==> src/rtl/mrps_pkg.sv <==
// Shared types, constants and key compare functions for the masked run pixel sorter.
package mrps_pkg;

   localparam int MAX_RUN_DEFAULT = 63;
   localparam int SEQ_W = 6;
   localparam int PIXEL_W = 32;

   typedef enum logic [2:0] {
      ST_IDLE,
      ST_FLUSH,
      ST_INSERT,
      ST_EMIT,
      ST_RESORT
   } state_type;

   typedef enum logic [1:0] {
      OP_HOLD,
      OP_INSERT,
      OP_POP,
      OP_SORT
   } cell_op_type;

   typedef struct packed {
      logic               valid;
      logic [PIXEL_W-1:0] pixel;
      logic [SEQ_W-1:0]   seq;
      logic               shift;
   } link_type;

   typedef struct packed {
      cell_op_type        op;
      logic               ascending;
      logic               phase;
      logic [PIXEL_W-1:0] new_pixel;
      logic [SEQ_W-1:0]   new_seq;
   } cell_ctrl_type;

   function automatic logic [7:0] green_of(input logic [PIXEL_W-1:0] p);
      return p[15:8];
   endfunction

   // True when green a must come strictly after green b.
   function automatic logic goes_after(input logic [7:0] a, input logic [7:0] b,
                                       input logic asc);
      return asc ? (a > b) : (a < b);
   endfunction

   // True when entry a must precede entry b; empty entries sort to the end.
   function automatic logic precedes(input link_type a, input link_type b, input logic asc);
      logic [7:0] ga;
      logic [7:0] gb;
      ga = green_of(a.pixel);
      gb = green_of(b.pixel);
      if (!a.valid) return 1'b0;
      if (!b.valid) return 1'b1;
      if (ga == gb) return a.seq < b.seq;
      return goes_after(gb, ga, asc);
   endfunction

endpackage

==> src/rtl/mrps_cell.sv <==
// One cell of the sorted run chain: holds a pixel, its arrival tag and a valid bit.
module mrps_cell (
   input  logic                  clock,
   input  logic                  reset,
   input  mrps_pkg::cell_ctrl_type ctrl,
   input  mrps_pkg::link_type    prev_link,
   input  mrps_pkg::link_type    next_link,
   input  logic                  first,
   input  logic                  last_cell,
   input  logic                  odd_pos,
   output mrps_pkg::link_type    link
);
   import mrps_pkg::*;

   logic               valid_ff, valid_in;
   logic [PIXEL_W-1:0] pixel_ff, pixel_in;
   logic [SEQ_W-1:0]   seq_ff, seq_in;
   logic               shift_self;
   link_type           self_link;

   assign shift_self = valid_ff &&
      goes_after(green_of(pixel_ff), green_of(ctrl.new_pixel), ctrl.ascending);

   always_comb begin
      self_link.valid = valid_ff;
      self_link.pixel = pixel_ff;
      self_link.seq   = seq_ff;
      self_link.shift = shift_self;
   end

   assign link = self_link;

   always_comb begin
      valid_in = valid_ff;
      pixel_in = pixel_ff;
      seq_in   = seq_ff;
      unique case (ctrl.op)
         OP_HOLD: begin
         end
         OP_INSERT: begin
            if (shift_self || (!valid_ff && (first || prev_link.valid))) begin
               valid_in = 1'b1;
               if (!first && prev_link.shift) begin
                  pixel_in = prev_link.pixel;
                  seq_in   = prev_link.seq;
               end else begin
                  pixel_in = ctrl.new_pixel;
                  seq_in   = ctrl.new_seq;
               end
            end
         end
         OP_POP: begin
            if (last_cell) begin
               valid_in = 1'b0;
            end else begin
               valid_in = next_link.valid;
               pixel_in = next_link.pixel;
               seq_in   = next_link.seq;
            end
         end
         OP_SORT: begin
            if (odd_pos == ctrl.phase) begin
               if (!last_cell && precedes(next_link, self_link, ctrl.ascending)) begin
                  valid_in = next_link.valid;
                  pixel_in = next_link.pixel;
                  seq_in   = next_link.seq;
               end
            end else begin
               if (!first && precedes(self_link, prev_link, ctrl.ascending)) begin
                  valid_in = prev_link.valid;
                  pixel_in = prev_link.pixel;
                  seq_in   = prev_link.seq;
               end
            end
         end
         default: begin
         end
      endcase
   end

   always_ff @(posedge clock) begin
      if (reset) begin
         valid_ff <= 1'b0;
      end else begin
         valid_ff <= valid_in;
      end
      pixel_ff <= pixel_in;
      seq_ff   <= seq_in;
   end

endmodule

==> config.mk <==
export PLATFORM = sky130hd
export DESIGN_NAME = mrps_cell
export DESIGN_NICKNAME = d
export VERILOG_FILES = /design/src/rtl/mrps_pkg.sv /design/src/rtl/mrps_cell.sv
export SDC_FILE = /design/constraint.sdc
export NUM_CORES = 1
export LEC_CHECK = 0
export BUFFER_PORTS_ARGS = -buffer_cell sky130_fd_sc_hd__buf_2
export CAP_MARGIN = 20
export CORE_ASPECT_RATIO = 0.9
export CORE_MARGIN = 4
export CORE_UTILIZATION = 45
export DETAILED_ROUTE_END_ITERATION = 10
export PLACE_DENSITY = 0.87
export SYNTH_ARGS = -nofsm -noshare
export SYNTH_HDL_FRONTEND = slang
export SYNTH_SLANG_ARGS = --single-unit
==> constraint.sdc <==
create_clock -name clock -period 3.75 [get_ports clock]
set_input_delay 0.1875 -clock clock [delete_from_list [all_inputs] [get_ports clock]]
set_output_delay 0.1875 -clock clock [all_outputs]
set_load 0.02 [all_outputs]
==> qor.txt, run 1 <==
DRT Pass-1 Iters: 7
die area: 8050 um2
CTS Buffer Depth: 2
Seq/Total Area, Yosys: 38.7%
top cell type's share of synthesized area: 38.0%
Hold Startpoint: ctrl[5]
Core ar.: 6280 um2
DR DRC count: 0
Post-Syn Area: 3000 um2
clock-pin slew on the worst setup and hold paths: 90 ps
Slew headroom: 27.7%
width of the die: 94.1 um
RSZ-0062 raised after global routing: no
post-route setup slack: 829 ps
CP Class: reg2reg
Top cell by count, worst path: a211oi_2
setup TNS: 0 ps
# resized after CTS: 0
hold bufs inserted after CTS: 0
vias in the first global route: 3215
synth warn: 0
Simple-Gate Fraction of Synth Area: 12.9%
Hold Path Stages: 3
top post-synthesis cells by area: edfxtp_1 (38%), ha_1 (14%), a222oi_1 (8.0%)
Core Rows: 27
startpoint types: flip-flop
Post-synth EDFFs: 38
Critical Path Start: pixel_ff[9]
drt via density: 5.62
critical path capture point type: flip-flop
Iter 0 DRT Violations: 296
GRT Util Overall: 23.2%
initial antenna violation count: 0
Cell variety after synth: 43
Worst Reg2Reg Path Length in Cells: 9
Yosys top cell by area: edfxtp_1
vias post-DR: 3151
Wirelength per Cell: 17.3 um
GPL Wtd Cong: 0.859
worst reg2reg startpoint: pixel_ff[9]
fmax: 0.342 GHz
post-synthesis compound-gate area fraction: 23.0%
Root Driver: clkbuf_8
crit path DAT: 2880 ps
CTS tree: done
Crit path buffers/inverters: 1
Initial Util: 47.8%
htree depth: 2
CP Cell Sequence: ha_1 > nor2b_1 > o211ai_1 > a21oi_1 > a211oi_2 > mux2_2 > a211oi_2 > and2_2 > buf_4
post-route minimum period: 2920 ps
Hold WC Path Type: in2reg
Crit-path slowest cell: edfxtp_1
Die Ht: 85.5 um
clock latency on the worst-skew pair: 290 ps
R2R setup slack: 830 ps
hold endpoint: seq_ff[5]
Crit path largest cell delay: 440 ps
number of port buffers: 165
Remaining Overflow, GRT: 0
syn_nets: 471
Antenna diodes: 0
I/O pin total: 167
Post-CTS Setup Inserts: 0
XOR/XNOR Fraction of Synth Area: 0.292%
Overall Power: 1.49 mW
Worst VDD drop: 0.000194 V
Crit path max-delay family: compound AO/OA/AOI/OAI gates
Yosys reg bits: 39
Total Routed Length: 9730 um
Post-DP HPWL: 7440 um
share of layout cells above drive strength 1: 40.5%
outcome: finished, final reports clean
dpl ws: 841 ps
Final Util: 64.6%
CTS buffer count: 5
Setup Skew: 14.5 ps
Routed Antenna Nets: 0
gate count of the mapped netlist: 310
Leak: 2.11 nW
final net count: 634
global-route wire length before repair: 14900 um
FF-to-FF End: pixel_ff[6]
slew at the pin with the worst max-slew slack: 1080 ps
Area Overhead vs Synth: 35.2%
Mapped Avg Cell Area: 9.69 um2
Synth Area in Adders: 14.2%
Fin. Hold Viols: 0
Crit Path Max Fanout: 24
largest net degree at the start of global routing: 40
# fillers: 546
mux cell area share after synthesis: 1.04%
critical path data required time: 3710 ps
Main synth FF type: edfxtp_1
PD cells: 367 nW/um2
Pins Over Slew Limit: 0
MaxCap Viol Count: 0
Async SR Flop Fraction: 0%
Tcrit/Tclk final: 77.9%
final setup vio count: 0
largest family of logic cells by synthesized area: compound AO/OA/AOI/OAI gates
CTS Sinks: 39
-- power by group --
part / total, mW / switching [mW] / internal (mW)
registers: 0.594 / 0.0327 / 0.561
logic: 0.534 / 0.312 / 0.222
clock network: 0.361 / 0.163 / 0.198
total: 1.49 / 0.508 / 0.981
-- logic make-up (layout without fill, tap and decap cells) --
kind of cell               count (synthesis)  in the layout
AOI/OAI and AO/OA                         86             86
and+or+nand+nor                           75             75
buffers and inverters                     72            236
DFF                                       39             39
adders and majority gates                 34             34
muxes                                      3              3
xor gates and xnor gates                   1              1
-- cell type report --
type                    instances  area (um2)  share of cell area, %
clock inverters                 3        43.8                   1.08
flip-flops and latches         39        1160                   28.6
well taps                      87         109                   2.68
repair buffers                171         906                   22.3
clock buffers                   5        68.8                   1.69
multi-input cells             199        1560                   38.4
inverters                      57         214                   5.27
-- flip-flops by register name, summed over array words and instances, names as in the netlist --
signal / count
valid_ff: 1
seq_ff: 6
pixel_ff: 32
-- Yosys cell counts, drive strengths merged, types with 2 or more instances --
master / instances
a211oi: 2
a21o: 5
a21oi: 27
a221o: 13
a222oi: 24
a31oi: 2
and2: 2
buf: 7
clkbuf: 8
edfxtp: 38
ha: 34
inv: 57
mux2i: 2
nand2: 32
nand2b: 5
nand3: 3
nand3b: 2
nand4: 7
nor2: 6
nor2b: 6
nor3: 2
nor3b: 3
o211ai: 5
or2b: 3
or3: 2
-- tightest hold or removal path, delay by kind of cell --
family	cells	cell delay, ps
compound gates	1	50
buf+inv	2	120
-- routing by layer --
| metal | track usage (%) | up-vias | share of wire (%) |
|---|---|---|---|
| met4 | 5.51 | 0 | 1.2 |
| met1 | 27.7 | 1502 | 40 |
| met2 | 43.4 | 147 | 51 |
| met5 | 0 | - | 0 |
| met3 | 3.60 | 10 | 7.3 |
| li1 | - | 1492 | - |
-- how the worst max path moves through the flow --
stage          depth (start not counted)  slack (ps)      endpoint
2_1_floorplan                          8         750   pixel_ff[0]
3_3_place_gp                           9         870  pixel_ff[23]
3_5_place_dp                           9         840  pixel_ff[27]
4_1_cts                                9         810   pixel_ff[0]
5_1_grt                                9         710   pixel_ff[6]
6_report                               9         830   pixel_ff[6]
-- per-stage QoR --
stage               cells  cell area (um2)  hold slack (ps)
CTS                   558             4000              160
floorplan             310             3000              362
global placement      550             3890              464
finish                561             4060              165
detailed placement    550             3890              470
global route          561             4060              168
-- layout by cell type, fill, tap and decap left out, types with 3 or more instances in the layout --
cell type,Yosys,routed
nand3_1,3,3
a222oi_1,24,24
nand2_1,32,32
nand2b_1,4,4
a21oi_1,27,27
buf_4,4,3
nand4_1,7,7
a21o_1,5,5
o211ai_1,5,5
a221o_1,13,13
nor3b_1,3,3
nor2b_1,6,6
ha_1,34,34
nor2_1,6,5
buf_2,2,165
clkbuf_8,1,5
edfxtp_1,38,38
inv_1,57,57
No activity file was read; power rests on OpenSTA's default activity.
==> run 2: changes to the inputs <==
==> constraint.sdc (replaced) <==
create_clock -name clock -period 2.85 [get_ports clock]
set_input_delay 0.1425 -clock clock [delete_from_list [all_inputs] [get_ports clock]]
set_output_delay 0.1425 -clock clock [all_outputs]
set_load 0.02 [all_outputs]
==> run 2 against run 1 <==
Against the previous run: total power increased by 34%; via count up 1.3%; register-to-register slack got worse by 690 ps; setup slack worse by 690 ps; non-clock buffer count is 4 higher; count of clock-buffer cells in the layout is the same; global-route usage rose by 0.82 points; combinational power grew 36%; sequential share of layout area down 0.31 points; routed wire length grew 4.4%; critical endpoint is now pixel_ff[27].
==> qor.txt, run 2 (same netlist as run 1, synthesis figures left out) <==
outcome: finished, final reports clean
commonest cells after routing, fill and taps aside: buf_2 (165), inv_1 (57), edfxtp_1 (38)
CTS Sinks: 39 (unchanged)
post-route minimum period: 2710 ps (-206 ps)
Total Routed Length: 10200 um (+4.4%)
global-route wire length before repair: 15400 um (+3.4%)
GPL Wtd Cong: 0.857 (-0.23%)
vias in the first global route: 3283 (+2.1%)
final net count: 638 (+0.63%)
number of port buffers: 165 (unchanged)
Area Overhead vs Synth: 36.7%
crit path DAT: 2710 ps (-170 ps)
Wirelength per Cell: 18.0 um (+3.6%)
Initial Util: 47.8% (unchanged)
fmax: 0.368 GHz (+7.6%)
Worst VDD drop: 0.000231 V (+19%)
worst hold slack: 117 ps (-48.1 ps)
PD cells: 484 nW/um2 (+32%)
Setup Skew: 13.0 ps (-1.46 ps)
Crit Path Max Fanout: 22 (-8.3%)
Die Ht: 85.5 um (unchanged)
Iter 0 DRT Violations: 230 (-22%)
Tcrit/Tclk final: 95.2% (+17 points)
largest net degree at the start of global routing: 26 (-35%)
# fillers: 525 (-3.8%)
DR DRC count: 0 (unchanged)
GRT Util Overall: 24.0% (+0.82 points)
Routed Antenna Nets: 0 (unchanged)
startpoint types: flip-flop
Largest register FFs: 32 (unchanged)
RSZ-0062 raised after global routing: no
Pins Over Slew Limit: 0 (unchanged)
Antenna diodes: 0 (unchanged)
Core ar.: 6280 um2 (unchanged)
Fin. Hold Viols: 0 (unchanged)
Slew headroom: 57.8% (+30 points)
CP Class: reg2reg
MaxCap Viol Count: 0 (unchanged)
final setup vio count: 0 (unchanged)
register bank with the most flops: pixel_ff
share of layout cells above drive strength 1: 41.0% (+0.50 points)
leading cell type in the layout, fill and taps excluded: buf_2
I/O pin total: 167 (unchanged)
CTS buffer count: 5 (unchanged)
Remaining Overflow, GRT: 0 (unchanged)
CTS Buffer Depth: 2 (unchanged)
CTS tree: done
Hold WC Path Type: in2reg
width of the die: 94.1 um (unchanged)
drt via density: 5.65 (+0.58%)
Post-DP HPWL: 7750 um (+4.3%)
critical path capture point type: flip-flop
Leak: 2.13 nW (+1.1%)
Root Driver: clkbuf_8
DRT Pass-1 Iters: 8 (+1)
die area: 8050 um2 (unchanged)
initial antenna violation count: 0 (unchanged)
slew at the pin with the worst max-slew slack: 633 ps (-449 ps)
Core Rows: 27 (unchanged)
vias post-DR: 3192 (+1.3%)
htree depth: 2 (unchanged)
clock latency on the worst-skew pair: 300 ps (about the same)
clock-pin slew on the worst setup and hold paths: 90 ps (about the same)
largest registers: pixel_ff x32, seq_ff x6, valid_ff x1
critical path data required time: 2850 ps (-860 ps)
setup TNS: 0 ps (unchanged)
run 2: worst paths after layout:
path / startpoint / endpoint / slack [ps] / cells past startpoint
setup / recovery: pixel_ff[9] / pixel_ff[27] / 140 / 9
hold / removal: reset / valid_ff / 120 / 3
setup reg to reg: pixel_ff[9] / pixel_ff[27] / 140 / 9
hold reg to reg: valid_ff / valid_ff / 680 / 2
run 2: per-stage QoR:
stage | total power, mW | utilization [%] | instances | area, um2 | setup slack (ps)
2_1_floorplan | 1.21 | - | 310 | 3000 | 55.4
3_3_place_gp | 1.47 | 62.7 | 553 | 3940 | 150
3_5_place_dp | 1.50 | 62.7 | 553 | 3940 | 103
4_1_cts | 1.98 | 64.5 | 561 | 4050 | 73.2
5_1_grt | 2.10 | 65.3 | 565 | 4100 | 11.9
6_report | 1.99 | 65.3 | 565 | 4100 | 136
run 2: power breakdown:
group | switching (mW) | total (mW) | leakage (nW) | internal (mW)
combinational | 0.419 | 0.728 | 1.69 | 0.309
sequential | 0.0431 | 0.781 | 0.385 | 0.738
clock | 0.218 | 0.479 | 0.0581 | 0.261
total | 0.680 | 1.99 | 2.13 | 1.31
run 2: worst max-delay path: stages (launching register included):
cell and delay (ps):
edfxtp_1 450, ha_1 330, nor2b_1 140, o211ai_1 150
a21oi_1 90, a211oi_2 230, mux2_2 390, a211oi_4 230
and2_4 210, buf_12 170
run 2: cell type report:
| cell class | instances | area (um2) | area share [%] |
|---|---|---|---|
| timing repair buffer | 175 | 941 | 22.9 |
| clock buffer | 5 | 68.8 | 1.68 |
| multi-input combinational | 199 | 1570 | 38.2 |
| clock inverter | 3 | 43.8 | 1.07 |
| tap | 87 | 109 | 2.65 |
| sequential | 39 | 1160 | 28.3 |
| inverter | 57 | 214 | 5.21 |
run 2: metal layers:
metal  up-vias  GRT usage, %  routed length (um)
li1       1499             -                   -
met1      1511          27.7                3970
met2       163          45.5                5160
met3        19          4.30                 825
met4         0          6.04                 203
met5         -             0                   0
run 2: repair_timing:
action,in CTS,in global routing
buffers inserted,0,1
hold buffers,0,0
endpoints found under the setup margin,0,38
gates resized for setup,0,1
